[src/sv/nttbm_pkg.sv]
`default_nettype none
package nttbm_pkg;

  localparam int unsigned CoefW  = 12;
  localparam int unsigned ZetaW  = CoefW + 1;
  localparam int unsigned ProdW  = 2 * CoefW;
  localparam int unsigned RBits  = 16;
  localparam int unsigned LaneW  = RBits + ZetaW;
  localparam int unsigned QModW  = 11;
  localparam int unsigned NStage = 7;
  localparam int unsigned NLane  = 8;

  // Low half of -767 modulo 2^16, used as the Montgomery inverse.
  localparam logic [RBits-1:0] QInvLo = 16'hFD01;
  localparam logic signed [QModW-1:0] QMod = 11'sd769;

  // Stage numbering along the pipeline.
  localparam int unsigned StgProd  = 0;
  localparam int unsigned StgFold0 = 1;
  localparam int unsigned StgFin0  = 2;
  localparam int unsigned StgZeta  = 3;
  localparam int unsigned StgFold1 = 4;
  localparam int unsigned StgFin1  = 5;
  localparam int unsigned StgOut   = 6;

  typedef logic signed [RBits-1:0] res_t;
  typedef logic signed [LaneW-1:0] lane_t;

  typedef struct packed {
    logic [NStage-1:0] ld;
  } flow_t;

endpackage
`default_nettype wire

[src/sv/nttbm_lane.sv]
`default_nettype none
module nttbm_lane (
  input  wire logic              clk_i,
  input  wire logic              ld_fold_i,
  input  wire logic              ld_fin_i,
  input  wire nttbm_pkg::lane_t  v_i,
  output nttbm_pkg::res_t        r_o
);

  logic [nttbm_pkg::RBits-1:0]       m_d, m_q;
  logic signed [nttbm_pkg::ZetaW-1:0] hi_d, hi_q;
  logic [2*nttbm_pkg::RBits-1:0]     mprod;
  logic signed [nttbm_pkg::RBits+nttbm_pkg::QModW-1:0] tprod;
  nttbm_pkg::res_t                   hi_ext, t_ext;
  nttbm_pkg::res_t                   r_d, r_q;

  // First half: the low word times the inverse, kept modulo 2^16.
  assign mprod = v_i[nttbm_pkg::RBits-1:0] * nttbm_pkg::QInvLo;
  assign m_d   = mprod[nttbm_pkg::RBits-1:0];
  assign hi_d  = v_i[nttbm_pkg::LaneW-1:nttbm_pkg::RBits];

  always_ff @(posedge clk_i) begin
    if (ld_fold_i) begin
      m_q  <= m_d;
      hi_q <= hi_d;
    end
  end

  // Second half: floor of m * q / 2^16, subtracted from the high word.
  assign tprod  = $signed(m_q) * nttbm_pkg::QMod;
  assign t_ext  = nttbm_pkg::res_t'(
                    $signed(tprod[nttbm_pkg::RBits+nttbm_pkg::QModW-1:nttbm_pkg::RBits]));
  assign hi_ext = nttbm_pkg::res_t'(hi_q);
  assign r_d    = hi_ext - t_ext;

  always_ff @(posedge clk_i) begin
    if (ld_fin_i) begin
      r_q <= r_d;
    end
  end

  assign r_o = r_q;

endmodule
`default_nettype wire

[config.mk]
export PLATFORM = sky130hd
export DESIGN_NAME = nttbm_lane
export DESIGN_NICKNAME = d
export VERILOG_FILES = /design/src/sv/nttbm_pkg.sv /design/src/sv/nttbm_lane.sv
export SDC_FILE = /design/constraint.sdc
export NUM_CORES = 1
export LEC_CHECK = 0
export BUFFER_PORTS_ARGS = -buffer_cell sky130_fd_sc_hd__clkbuf_2
export CORE_ASPECT_RATIO = 2
export CORE_UTILIZATION = 35
export CTS_CLUSTER_DIAMETER = 200
export DETAILED_ROUTE_END_ITERATION = 10
export PLACE_DENSITY = 0.48
export SYNTH_ARGS = -nofsm -noshare
export SYNTH_HDL_FRONTEND = slang
export SYNTH_SLANG_ARGS = --single-unit
[constraint.sdc]
create_clock -name clk_i -period 6.9 [get_ports clk_i]
set_input_delay 0 -clock clk_i [delete_from_list [all_inputs] [get_ports clk_i]]
set_output_delay 0 -clock clk_i [all_outputs]
set_load 0.1 [all_outputs]
# Word level (Yosys, flattened, before mapping)
# Index checks and enable logic that the tools add are counted.
# op_classes
n_addsub	1
n_mul	2
# ops
operator	n
16-bit by 11-bit multiplier with 27-bit output, second input constant	1
16-bit by 11-bit multiplier with 16-bit output, second input constant	1
13-bit by 11-bit subtractor with 14-bit output	1
# word_totals
ff_bits	45
out_inout_bits	16
word_cells	6

# Depth between registers and ports, before layout
# depth
ltp_word	2
mapped_depth	20
depth_no_buf	20

# Worst setup path after synthesis
# No wires, ideal clock.
# synth_path
path_type	register to register
start	register m_q[3] (netlist bit)
end	register r_q[12] (netlist: r_o[12]) (data pin)
arrival_time_ns	4.718
required_ns	6.642
setup_slack_ns	1.924
path_stages_with_launch	21
synth_period_minus_slack_ns	4.976
cell_sequence	edfxtp_1 -> ha_1 -> ha_1 -> ha_1 -> fa_1 -> ha_1 -> ha_1 -> a21oi_1 -> o21ai_0 -> a21o_1 -> a31oi_1 -> xnor2_1 -> ha_1 -> inv_1 -> fa_1 -> a21oi_1 -> o21ai_0 -> a2111oi_2 -> o21bai_1 -> a31oi_1 -> xnor2_1
# synth_between
elab_chain_len	2
# synth_rtl
item	line_no	source
start: declaration	nttbm_lane.sv:10	logic [nttbm_pkg::RBits-1:0] m_d, m_q;
start signal: assignment	nttbm_lane.sv:24	m_q <= m_d;
16-bit by 11-bit multiplier with 27-bit output	nttbm_lane.sv:30	assign tprod = $signed(m_q) * nttbm_pkg::QMod;
13-bit by 11-bit subtractor with 14-bit output	nttbm_lane.sv:34	assign r_d = hi_ext - t_ext;
net r_d[12]	nttbm_lane.sv:15	nttbm_pkg::res_t r_d, r_q;
end signal: assignment	nttbm_lane.sv:38	r_q <= r_d;
end: declaration	nttbm_lane.sv:15	
# The timed path passes the listed nets, and every way through them passes these cells.
# A chain may end at the register's enable or synchronous reset.

# Final worst setup path
# layout_path
start	register m_q[7] (netlist bit)
end	register r_q[12] (netlist: r_o[12]) (data pin)
# The elaborated chain is that of the path after synthesis.

==> flow_metrics.py <==
metrics = {
    "timing": {
        "worstMarginPinSlew_ps": 801,
        "finalHoldViolations": 1,
        "setup_violations": 0,
        "fin_worst_skew_ps": 4.86,
        "finalCritPeriodShare": 0.803,
        "fmax_mhz": 181,
        "drv_slew": 0,
        "setup-tns-final_ps": 0,
        "holdWs_ps": -1.99,
        "rsz0062_at_grt": "false",
        "min_period_ps": 5540,
        "slew_headroom": 0.466,
    },
    "global_route": {
        "grt_pass1_vias": 3047,
        "grt_overflow": 0,
        "use_met3": 0.0173,
        "grt_usage": 0.143,
        "gr-usage-met1": 0.117,
        "grt_pass1_wl_mm": 13.4,
        "grt_busiest_layer": "met2",
        "grt_max_degree": 30,
        "antenna_found_initial": 0,
        "met2_usage": 0.304,
    },
    "yosys": {
        "synth.distinct_cells": 39,
        "synth_seq_cells": 43,
        "synth-edff-count": 43,
        "syn-cell-area_um2": 4250,
        "syn-num-nets": 531,
        "syn_area_per_cell_um2": 11.8,
        "synth_flop_cell": "edfxtp_1",
        "ys_seq_area_frac": 0.304,
        "syn_inst": 360,
        "synth_async_sr_flop_share": 0,
        "yosys_warnings": 0,
    },
    "drt": {
        "dr_total_vias": 2877,
        "ant_nets": 0,
        "drc": 0,
        "drtIter0Drc": 74,
        "routedWlPerCell_um": 14.1,
        "dr.pass1.iters": 4,
        "wirelength_mm": 8.18,
        "via_per_inst": 4.97,
    },
    "place": {
        "place_hpwl_mm": 7.07,
        "port_buffers": 47,
        "place_congestion": 0.839,
        "dp_cells": 550,
    },
    "critical_path": {
        "crit_top_cell": "ha_1",
        "critPathMaxFanout": 4,
        "crit_required_ps": 6940,
        "crit_chain": "ha_1 -> ha_1 -> ha_1 -> fa_1 -> ha_1 -> ha_1 -> a21o_1 -> a21o_1 -> a211oi_1 -> o21ba_2 -> xor2_1 -> ha_1 -> a21oi_1 -> o21ai_0 -> a2111oi_2 -> o21bai_1 -> a31oi_1 -> xnor2_1",
        "cp-end-kind": "register",
        "critPathKind": "reg2reg",
        "cp_slowest_cell": "a2111oi_2",
        "crit_path_start_kind": "register",
        "max_stage_delay_ps": 570,
        "cp.arrival_ps": 5580,
    },
    "cts": {
        "cts_inserted_buffers": 5,
        "htreeDepth": 2,
        "clock_sinks": 43,
        "cts_buffer_depth": 2,
        "root_buffer": "clkbuf_16",
        "cts_setup_buffers": 0,
        "cts.clk_slew.worst_paths_ps": 60,
        "clock_latency_ps": 290,
        "cts_tree": "done",
    },
    "finish": {
        "syn_to_final_growth_pct": 17.8,
        "nNetsFinal": 604,
        "diodes": 0,
        "fin_cells": 579,
        "fillCellCount": 1181,
        "drive_gt1_frac": 0.145,
    },
    "job": {
        "maxCapViolations": 0,
    },
    "floorplan": {
        "die_width_um": 79.9,
        "core_um2": 11800,
        "row_count": 56,
        "start_util": 0.361,
        "chipHeight_um": 158,
        "ios": 48,
        "dieArea_um2": 12600,
    },
    "run_status": {
        "outcome": "complete, but fails checks",
        "violations": "negative hold slack",
    },
    "hold_path": {
        "hp-class": "in2reg",
    },
}
-- final timing paths --
kind                                        start  cells past startpoint  slack (ps)                end
worst min register to register  hi_q[1]$_DFFE_PP_                      1         650   r_o[1]$_DFFE_PP_
worst max-delay path             m_q[7]$_DFFE_PP_                     18        1360  r_o[12]$_DFFE_PP_
worst min-delay path                       v_i[8]                      2          -2   m_q[8]$_DFFE_PP_
worst max register to register   m_q[7]$_DFFE_PP_                     18        1360  r_o[12]$_DFFE_PP_
-- flip-flops by register name, summed over array words and instances (netlist names) --
name / cells
m_q: 16
r_o: 14
hi_q: 13
-- synthesized netlist by cell type, types with 4 or more instances --
library cell	n	area (um^2)
fa_1	19	380
inv_1	34	128
edfxtp_1	43	1290
nand2b_1	4	25.0
nand2_1	10	37.5
nor2_1	13	48.8
o21ai_0	12	60.1
xor2_1	9	78.8
nand3_1	6	30.0
a21oi_1	17	85.1
o21bai_1	4	30.0
o21a_1	4	30.0
ha_1	120	1500
a21o_1	6	45.0
xnor2_1	22	193
-- kinds of logic (layout without fill, tap and decap cells) --
logic type,after synthesis,in the layout,synth area share
buffers and inverters,37,111,0.0344
AND/OR/NAND/NOR,45,45,0.0503
adder cells (fa/ha/maj),139,139,0.442
multiplexers,1,1,0.00265
flip-flops,43,43,0.304
AO/OA/AOI/OAI,64,64,0.103
XOR/XNOR,31,31,0.0638
-- critical path, delay by kind of cell (launching register included) --
kind | cells | cell delay, ps
xor gates and xnor gates | 2 | 270
adders and majority gates | 7 | 2340
DFF | 1 | 450
AOI/OAI and AO/OA | 9 | 2220
-- metrics by stage --
step | hold slack, ps | utilization | worst slack (ps) | cell area, um^2
floorplan | 98.9 | - | 1920 | 4250
global placement | 178 | 0.396 | 1290 | 4660
detailed placement | 179 | 0.396 | 1310 | 4660
CTS | 0.582 | 0.426 | 1290 | 5010
global route | 11.8 | 0.426 | 1040 | 5010
finish | -1.99 | 0.426 | 1360 | 5010
-- routing by layer --
metal  routed length (um)  up-vias  part of all wire
met4                  326        0             0.040
met5                    0        -                 0
met1                 2660     1344              0.32
met3                  199       15             0.024
li1                     -     1465                 -
met2                 5000       53              0.61
-- layout make-up --
cell class,instances,area [um^2],area share
repair buffers,69,453,0.0904
clock inverters,2,12.5,0.00250
well taps,145,181,0.0362
multi-input cells,280,2820,0.562
inverters,34,128,0.0255
flip-flops and latches,43,1290,0.258
clock buffers,6,129,0.0257
-- layout by cell type (no fill, tap or decap), types with 2 or more instances in the layout --
| cell type | instances |
|---|---|
| nand3_1 | 6 |
| nor2_1 | 13 |
| dlygate4sd3_1 | 21 |
| edfxtp_1 | 43 |
| nor2b_1 | 3 |
| nand4_1 | 3 |
| clkbuf_16 | 5 |
| nor3_1 | 2 |
| a21o_1 | 6 |
| nand2b_1 | 4 |
| o21bai_1 | 4 |
| o211ai_1 | 2 |
| ha_1 | 120 |
| o21a_1 | 4 |
| inv_1 | 34 |
| xor2_1 | 9 |
| a2111oi_2 | 2 |
| clkbuf_2 | 47 |
| or3_1 | 2 |
| nand2_1 | 10 |
| a21oi_1 | 17 |
| o22ai_1 | 2 |
| xnor2_1 | 22 |
| a211oi_1 | 3 |
| a31oi_1 | 2 |
| fa_1 | 19 |
| o21ai_0 | 12 |
-- timing repair --
action / CTS / global route
resized for setup: 0 / 0
hold buffers: 21 / 0
hold endpoints to repair: 21 / 0
endpoints found under the setup margin: 0 / 0
Power is not shown: default switching activity piles up to over one toggle a cycle in this logic, so the estimate is an artifact.
