<file path="src/sv/nttbm_pkg.sv">
`default_nettype none
package nttbm_pkg;

  localparam int unsigned CoefW  = 12;
  localparam int unsigned ZetaW  = CoefW + 1;
  localparam int unsigned ProdW  = 2 * CoefW;
  localparam int unsigned RBits  = 16;
  localparam int unsigned LaneW  = RBits + ZetaW;
  localparam int unsigned QModW  = 11;
  localparam int unsigned NStage = 7;
  localparam int unsigned NLane  = 8;

  // Low half of -767 modulo 2^16, used as the Montgomery inverse.
  localparam logic [RBits-1:0] QInvLo = 16'hFD01;
  localparam logic signed [QModW-1:0] QMod = 11'sd769;

  // Stage numbering along the pipeline.
  localparam int unsigned StgProd  = 0;
  localparam int unsigned StgFold0 = 1;
  localparam int unsigned StgFin0  = 2;
  localparam int unsigned StgZeta  = 3;
  localparam int unsigned StgFold1 = 4;
  localparam int unsigned StgFin1  = 5;
  localparam int unsigned StgOut   = 6;

  typedef logic signed [RBits-1:0] res_t;
  typedef logic signed [LaneW-1:0] lane_t;

  typedef struct packed {
    logic [NStage-1:0] ld;
  } flow_t;

endpackage
`default_nettype wire

</file>
<file path="src/sv/nttbm_flow.sv">
`default_nettype none
module nttbm_flow (
  input  wire logic            clk_i,
  input  wire logic            rst_ni,
  input  wire logic            valid_i,
  output logic                 stall_o,
  output logic                 valid_o,
  input  wire logic            stall_i,
  output nttbm_pkg::flow_t     flow_o
);

  logic [nttbm_pkg::NStage-1:0] vld_q, vld_d;
  logic [nttbm_pkg::NStage-1:0] rdy;

  // A stage may load when it is empty or when the stage after it moves on.
  always_comb begin
    rdy[nttbm_pkg::NStage-1] = !vld_q[nttbm_pkg::NStage-1] || !stall_i;
    for (int k = nttbm_pkg::NStage - 2; k >= 0; k--) begin
      rdy[k] = !vld_q[k] || rdy[k+1];
    end
  end

  always_comb begin
    vld_d = vld_q;
    if (rdy[0]) begin
      vld_d[0] = valid_i;
    end
    for (int k = 1; k < nttbm_pkg::NStage; k++) begin
      if (rdy[k]) begin
        vld_d[k] = vld_q[k-1];
      end
    end
  end

  always_ff @(posedge clk_i or negedge rst_ni) begin
    if (!rst_ni) begin
      vld_q <= '0;
    end else begin
      vld_q <= vld_d;
    end
  end

  assign flow_o.ld = rdy;
  assign stall_o   = !rdy[0];
  assign valid_o   = vld_q[nttbm_pkg::NStage-1];

endmodule
`default_nettype wire

</file>
<file path="config.mk">
export PLATFORM = sky130hd
export DESIGN_NAME = nttbm_flow
export DESIGN_NICKNAME = d
export VERILOG_FILES = /design/src/sv/nttbm_pkg.sv /design/src/sv/nttbm_flow.sv
export SDC_FILE = /design/constraint.sdc
export NUM_CORES = 1
export LEC_CHECK = 0
export BUFFER_PORTS_ARGS = -buffer_cell sky130_fd_sc_hd__buf_2
export CORE_AREA = 2 2 39 41
export DETAILED_ROUTE_END_ITERATION = 7
export DIE_AREA = 0 0 41 43
export PLACE_DENSITY = 0.47
export SLEW_MARGIN = 20
export SYNTH_ARGS = -nofsm -noshare
export SYNTH_HDL_FRONTEND = slang
export SYNTH_SLANG_ARGS = --single-unit
</file>
<file path="constraint.sdc">
create_clock -name clk_i -period 1.25 [get_ports clk_i]
set_input_delay 0.0625 -clock clk_i [delete_from_list [all_inputs] [get_ports clk_i]]
set_output_delay 0.0625 -clock clk_i [all_outputs]
set_load 0.005 [all_outputs]
</file>
### Word-level counts from Yosys, hierarchy flattened

Index checks and enable logic that the tools add are counted.

* reduce and logical (&&, ||, !) cells: 16

Operators with widths (count)
* $logic_not A1 Y1: 9
* $logic_or A1 B1 Y1: 7

* flip-flop bits (word level): 7
* input port bits: 4
* output and inout port bits: 9
* word-level logic and storage cells: 23

### Longest topological paths before layout

Gate-level depths: netlist of the first run.

* depth in word-level cells: 9
* mapped depth: 4
* depth with buffers taken out: 3

### Worst setup path after synthesis of the first run

OpenSTA, ideal clock, no wires.

* kind: reg2reg
* from: reg vld_q[6] in the netlist's numbering
* to: reg vld_q[2] in the netlist's numbering
* library setup time: 0.120 ns
* arrival: 0.926 ns
* data required time: 1.130 ns
* setup slack: 0.204 ns
* cell stages (with the launch flop): 4
* path buffers: 1
* clock period less this slack: 1.046 ns
* path through: dfrtp_1 -> and4_1 -> buf_6 -> a31o_2

* cells in the longest elaborated chain, start to end: 6

RTL lines
* start, declared: line nttbm_flow.sv:12 `logic [nttbm_pkg::NStage-1:0] vld_q, vld_d;`
* start signal, assigned: line nttbm_flow.sv:39 `vld_q <= vld_d;`
* $logic_not A1 Y1: line nttbm_flow.sv:17 `rdy[nttbm_pkg::NStage-1] = !vld_q[nttbm_pkg::NStage-1] || !stall_i;`
* $logic_or A1 B1 Y1: line nttbm_flow.sv:17
* $logic_or A1 B1 Y1 (4 in series): line nttbm_flow.sv:19 `rdy[k] = !vld_q[k] || rdy[k+1];`

No other way between the ends.
A chain may end at the register's enable or synchronous reset.

==> metrics.md, run 1 <==
| Metric | Value |
|---|---|
| Core area | `roughly 0.0014 mm^2` |
| Total track usage | `0.0914` |
| Crit-path max FO | `3` |
| Pwr Density | `roughly 1500 mW/mm^2` |
| CTS Sinks | `7` |
| Failing checks | `setup timing` |
| Mapped Nets | `30` |
| Synth warn | `0` |
| Top reg by flops | `vld_q` |
| FF-to-FF setup slack | `roughly 60 ps` |
| Critical R2R Capture | `vld_q[1]` |
| Minimum clock period | `around 1300 ps` |
| Antenna cells | `0` |
| Final setup viols | `2` |
| Buffers added on ports | `12` |
| Clock Pin Slew Worst Setup and Hold Paths | `50 ps` |
| Fin nets | `56` |
| Count leader, synth | `dfrtp_1` |
| Hold endpoint | `vld_q[6]` |
| Clk_skew | `about 0.78 ps` |
| Initial antenna violation count | `0` |
| Io pins | `13` |
| Number of distinct library cells after synthesis | `15` |
| Crit path arrival time | `about 1200 ps` |
| Initial drt markers | `3` |
| Area grow syn2layout | `65.1%` |
| RR Startpoint | `vld_q[5]` |
| Main area contributors after synthesis | `dfrtp_1 59%, nand2b_1 6.3%, nand4_1 4.2%` |
| H-tree depth | `1` |
| Final period util | `1.02` |
| Flop pwr share | `0.386` |
| Critical-path cell list | `and4_4 > inv_4 > or2_1 > buf_2` |
| Worst r2r path cells | `4` |
| Peak supply drop | `608 uV` |
| Fmax | `~0.79 GHz` |
| Clock share of power | `0.274` |
| Via Count | `280` |
| Post-synth ARST share | `1.00` |
| Critical path's largest stage delay | `between 300 and 400 ps` |
| Largest registers | `vld_q: 7 flops` |
| Sw Share | `0.270` |
| Clk_lat worst skew | `about 240 ps` |
| CP endpoint kind | `output pin` |
| Cells after Synth | `26` |
| Avg WL per Cell | `roughly 10 um` |
| Final Max Tran Viols | `0` |
| Required @ worst endpoint | `between 1000 and 1500 ps` |
| Startpoint type of the worst setup path | `flip-flop` |
| Detailed Place HPWL | `between 400 and 500 um` |
| Vias in the first global route | `roughly 260` |
| Syn_area_per_cell | `around 11 um^2` |
| Hold_sp | `stall_i` |
| Relative slew slack | `0.890` |
| Fin. Hold Viols | `0` |
| EDFF count, synth | `0` |
| Gpl congestion | `0.673` |
| Placed instance area | `around 380 um^2` |
| Outcome | `complete, but fails checks` |
| Slew @ Worst Pin | `166 ps` |
| Drt first pass iters | `4` |
| Setup TNS | `-30.5 ps` |
| Largest net degree at the start of global routing | `8` |
| Layout cells sized above 1 | `0.529` |
| Final worst slack | `-19.1 ps` |
| Hold Path Stages | `3` |
| HP Class | `in -> reg` |
| RSZ-0062 raised after global routing | `yes` |
| Min Hold Slack | `79.9 ps` |
| Die Ht | `about 43 um` |
| Setup slack at placement | `just over 90 ps` |
| Ys flop type | `dfrtp_1` |
| Final ANT Viol Nets | `0` |
| Power Internal | `approximately 0.00053 W` |
| Vias per std cell | `between 4 and 5` |
| Final instance area | `492 um^2` |
| Final WL | `slightly below 700 um` |
| CP Class | `reg -> out` |
| Die area | `around 0.0018 mm^2` |
| Leak | `0.229 nW` |
| CTS Buf Count | `3` |
| Maxcap violations | `0` |
| Slowest-stage cell, CP | `dfrtp_1` |
| Clock root cell | `clkbuf_4` |
| #FFs+latches synth | `7` |
| Max reg flops | `7` |
| # DRC | `0` |
| CTS tree | `yes` |
| Total grt overflow | `0` |
| Sw Pwr | `0.000196 W` |
| DIE WIDTH | `41 um` |
| Maximum buffer depth of the clock tree | `2` |
| First-pass GRT wire length | `1040 um` |
| Seq/Total Area, Yosys | `0.588` |
| Post-synth top cells | `7 x dfrtp_1, 3 x nand2b_1, 2 x nand2_1, 2 x nand3_1, 2 x nand4_1` |
| Mapped Area | `298 um^2` |
| Power share of the combinational group | `0.340` |
| Largest area contributor in the netlist | `dfrtp_1` |
| Share of the synthesized area in the top cell type | `0.588` |
| Initial Util | `0.215` |
| FP Rows | `14` |
critical path: cells and delay by family, from the launching register on:
kind / cells / cell delay [ps]
AND/OR/NAND/NOR: 2 / 450
flip-flops: 1 / 340
buffers and inverters: 2 / 160
layout by cell type, fill, tap and decap left out, types with 2 or more instances in the layout:
master,n
buf_4,8
buf_2,12
dfrtp_1,7
dlygate4sd3_1,2
nand2b_1,3
nand2_1,2
nand4_1,2
clkbuf_4,3
nand3_1,2
stage by stage:
step	cells	total power [W]	utilization
final	67	0.000725	0.355
after global routing	67	0.000774	0.355
after CTS	66	0.000735	0.350
after detailed placement	54	0.000447	0.273
after global placement	54	0.000441	0.273
after floorplan	26	0.000384	-
layer usage:
layer | routed length, um | global-route usage | vias up
met2 | 345 | 0.122 | 7
met3 | 29 | 0.0157 | 0
met4 | 0 | 0.100 | 0
met1 | 306 | 0.110 | 131
li1 | - | - | 142
met5 | 0 | 0 | -
final cells by class:
cell class / count / area [um^2]
well taps: 16 / 20.0
inverters: 1 / 6.26
flip-flops and latches: 7 / 175
multi-input cells: 16 / 104
repair buffers: 23 / 160
clock buffers: 4 / 26.3
fillers: 153 / 892
power groups by stage:
stage / Sequential, W / Combinational (W) / Clock [W]
finish: 0.000280 / 0.000246 / 0.000199
global route: 0.000284 / 0.000268 / 0.000222
CTS: 0.000279 / 0.000245 / 0.000211
detailed placement: 0.000290 / 0.000157 / 0
global placement: 0.000288 / 0.000153 / 0
floorplan: 0.000283 / 0.000102 / 0
cell families after synthesis:
kind of cell / synth area share
DFF: 0.588
and+or+nand+nor: 0.227
AOI/OAI and AO/OA: 0.113
buffers and inverters: 0.0714
how the worst max path moves through the flow:
stage | cells after the start | slack [ps] | from | to
2_1_floorplan | 3 | 200 | vld_q[6] | vld_q[2]
6_report | 4 | -20 | vld_q[5] | flow_o[0]
3_3_place_gp | 4 | 100 | vld_q[6] | flow_o[0]
3_5_place_dp | 4 | 90 | vld_q[6] | flow_o[0]
4_1_cts | 4 | -30 | vld_q[5] | flow_o[0]
5_1_grt | 4 | -70 | vld_q[5] | flow_o[0]
repair_timing:
action / CTS / global route
pin swaps: 3 / 1
resized for setup: 2 / 0
setup endpoints to repair: 5 / 5
endpoints found under the hold margin: 8 / 0
hold buffers: 2 / 0
setup buffers: 6 / 1
Power figures use the tool's default switching activity.
==> inputs of run 2 (changes only) <==
--- a/config.mk
+++ b/config.mk
@@ -10,7 +10,9 @@
 export DETAILED_ROUTE_END_ITERATION = 7
 export DIE_AREA = 0 0 41 43
 export PLACE_DENSITY = 0.47
+export RECOVER_POWER = 25
 export SLEW_MARGIN = 20
 export SYNTH_ARGS = -nofsm -noshare
 export SYNTH_HDL_FRONTEND = slang
 export SYNTH_SLANG_ARGS = --single-unit
+export TNS_END_PERCENT = 30
==> run 2 against run 1 <==
Effect of this change:
- the run still ends with setup timing left
- final area is 0.25% lower
- clock skew hardly changed
- maximum frequency is 0.46% lower
- die area stayed put
- sequential power hardly changed
- core utilization is 0.090 points lower
- critical path depth stayed put
- sequential share of layout area is 0.091 points higher
- wire length is 0.59% higher
- clock-buffer cell count stayed put
- final cell count stayed put
- global-route usage stayed put
- critical path type unchanged
- highest routed layer unchanged
==> metrics.md, run 2 (synthesized netlist as in run 1, its figures left out) <==
| Metric | Value |
|---|---|
| Outcome | `complete, but fails checks` |
| Failing checks | `setup timing` |
| Crit path arrival time | `around 1200 ps` |
| Total track usage | `0.0914` |
| Cell family with most CP delay | `simple AND/OR/NAND/NOR gates` |
| Power share of the combinational group | `0.340` |
| Flop pwr share | `0.386` |
| CP bufs+invs | `2` |
| Leak | `0.226 nW` |
| Fin. Hold Viols | `0` |
| Largest net degree at the start of global routing | `8` |
| Gpl congestion | `slightly below 0.7` |
| Placed Cells | `54` |
| Final WL | `685 um` |
| Drt first pass iters | `4` |
| Slowest-stage cell, CP | `dfrtp_1` |
| Clock share of power | `0.275` |
| Total grt overflow | `0` |
| Core area | `between 0.001 and 0.0015 mm^2` |
| Fmax | `between 0.7 and 0.8 GHz` |
| FP Rows | `14` |
| CTS tree | `yes` |
| Critical path's largest stage delay | `340 ps` |
| Maximum buffer depth of the clock tree | `2` |
| Antenna cells | `0` |
| FF-to-FF setup slack | `around 60 ps` |
| First-pass GRT wire length | `roughly 1000 um` |
| Critical-path cell list | `and4_4 > inv_4 > or2_1 > buf_2` |
| Detailed Place HPWL | `approximately 450 um` |
| Largest registers | `vld_q: 7 flops` |
| Via Count | `~280` |
| Relative slew slack | `0.740` |
| Pwr Density | `between 1000 and 1500 mW/mm^2` |
| Fin nets | `56` |
| Sw Pwr | `0.000197 W` |
| CP endpoint kind | `output pin` |
| Worst r2r path cells | `4` |
| Maxcap violations | `0` |
| Pwr Total | `roughly 0.00073 W` |
| Initial drt markers | `3` |
| Most frequent cells in the layout | `11 x buf_2, 8 x buf_4, 7 x dfrtp_1, 3 x nand2b_1, 3 x clkbuf_4` |
| Fillers | `about 150` |
| Io pins | `13` |
| # DRC | `0` |
| Die area | `approximately 0.0018 mm^2` |
| Vias in the first global route | `between 200 and 300` |
| H-tree depth | `1` |
| Vias per std cell | `4.13` |
| Layout cells sized above 1 | `0.510` |
| Avg WL per Cell | `around 10 um` |
| Max reg flops | `7` |
| Startpoint type of the worst setup path | `flip-flop` |
| Most common cell after layout, fill and taps aside | `buf_2` |
| Buffers added on ports | `12` |
| DIE WIDTH | `between 40 and 50 um` |
| Final period util | `1.02` |
| Critical R2R Capture | `vld_q[1]` |
| Required @ worst endpoint | `~1200 ps` |
| Initial Util | `0.215` |
| Final worst slack | `-25.0 ps` |
| Non-filler instance count after layout | `between 60 and 70` |
| Clk_skew | `between 0.8 and 0.9 ps` |
| CTS Buf Count | `3` |
| RSZ-0062 raised after global routing | `yes` |
| RR Startpoint | `vld_q[5]` |
| HP Class | `in -> reg` |
| Sw Share | `0.271` |
| Crit-path max FO | `3` |
| Hold_sp | `stall_i` |
| Minimum clock period | `1270 ps` |
| Die Ht | `43 um` |
| Hold endpoint | `vld_q[6]` |
| Final setup viols | `1` |
| Final ANT Viol Nets | `0` |
| Peak supply drop | `608 uV` |
| Top reg by flops | `vld_q` |
| Clock root cell | `clkbuf_4` |
| Clk_lat worst skew | `between 200 and 250 ps` |
| Slew @ Worst Pin | `389 ps` |
| Initial antenna violation count | `0` |
| Hold Path Stages | `3` |
| Area grow syn2layout | `64.7%` |
| CP Class | `reg -> out` |
| Power Internal | `0.000529 W` |
| Clock Pin Slew Worst Setup and Hold Paths | `about 50 ps` |
| Final Max Tran Viols | `0` |
| CTS Sinks | `7` |
## run 2: per-stage QoR
stage	setup slack [ps]	instance area (um^2)	hold WS, ps	TNS, ps	util
4_1_cts	-31.9	484	69.6	-43.7	0.350
6_report	-25.0	490	79.8	-25.0	0.354
3_3_place_gp	95.2	378	-98.9	0	0.273
2_1_floorplan	204	298	-233	0	-
5_1_grt	-65.0	490	116	-192	0.354
3_5_place_dp	91.0	378	-91.5	0	0.273
## run 2: layout make-up
class / count / area, um^2 / share of cell area
Sequential cell: 7 / 175 / 0.357
Timing Repair Buffer: 23 / 159 / 0.324
Multi-Input combinational cell: 16 / 104 / 0.212
Clock buffer: 4 / 26.3 / 0.0536
Tap cell: 16 / 20.0 / 0.0408
Inverter: 1 / 6.26 / 0.0128
## run 2: power groups by stage
stage                     clock, W  sequential, W  combinational (W)
after detailed placement         0       0.000290           0.000157
after floorplan                  0       0.000283           0.000102
final                     0.000199       0.000280           0.000246
after global placement           0       0.000288           0.000153
after CTS                 0.000211       0.000279           0.000245
after global routing      0.000222       0.000284           0.000268
## run 2: worst max path at each step
stage                  start  cells after the start  slack, ps        end
floorplan           vld_q[6]                      3        200   vld_q[2]
global placement    vld_q[6]                      4        100  flow_o[0]
detailed placement  vld_q[6]                      4         90  flow_o[0]
CTS                 vld_q[5]                      4        -30  flow_o[0]
global route        vld_q[5]                      4        -70  flow_o[0]
finish              vld_q[5]                      4        -20  flow_o[0]
## run 2: routing by layer
layer / track usage / wire, um / part of all wire
met5: 0 / 0 / 0
met3: 0.0157 / 32 / 0.047
met1: 0.110 / 311 / 0.45
met4: 0.100 / 0 / 0
met2: 0.122 / 340 / 0.50
## run 2: repair_timing
item,CTS,global route
hold endpoints to repair,8,0
pin swaps,3,0
gates resized for setup,2,0
setup buffers,6,1
setup endpoints to repair,5,5
hold buffers,2,0
cloned,0,0
## run 2: worst register-to-register path: cells and delay by family, from the launching register on
family	cells	cell delay (ps)
DFF	1	370
AOI/OAI and AO/OA	1	230
and+or+nand+nor	1	210
buffers and inverters	2	270
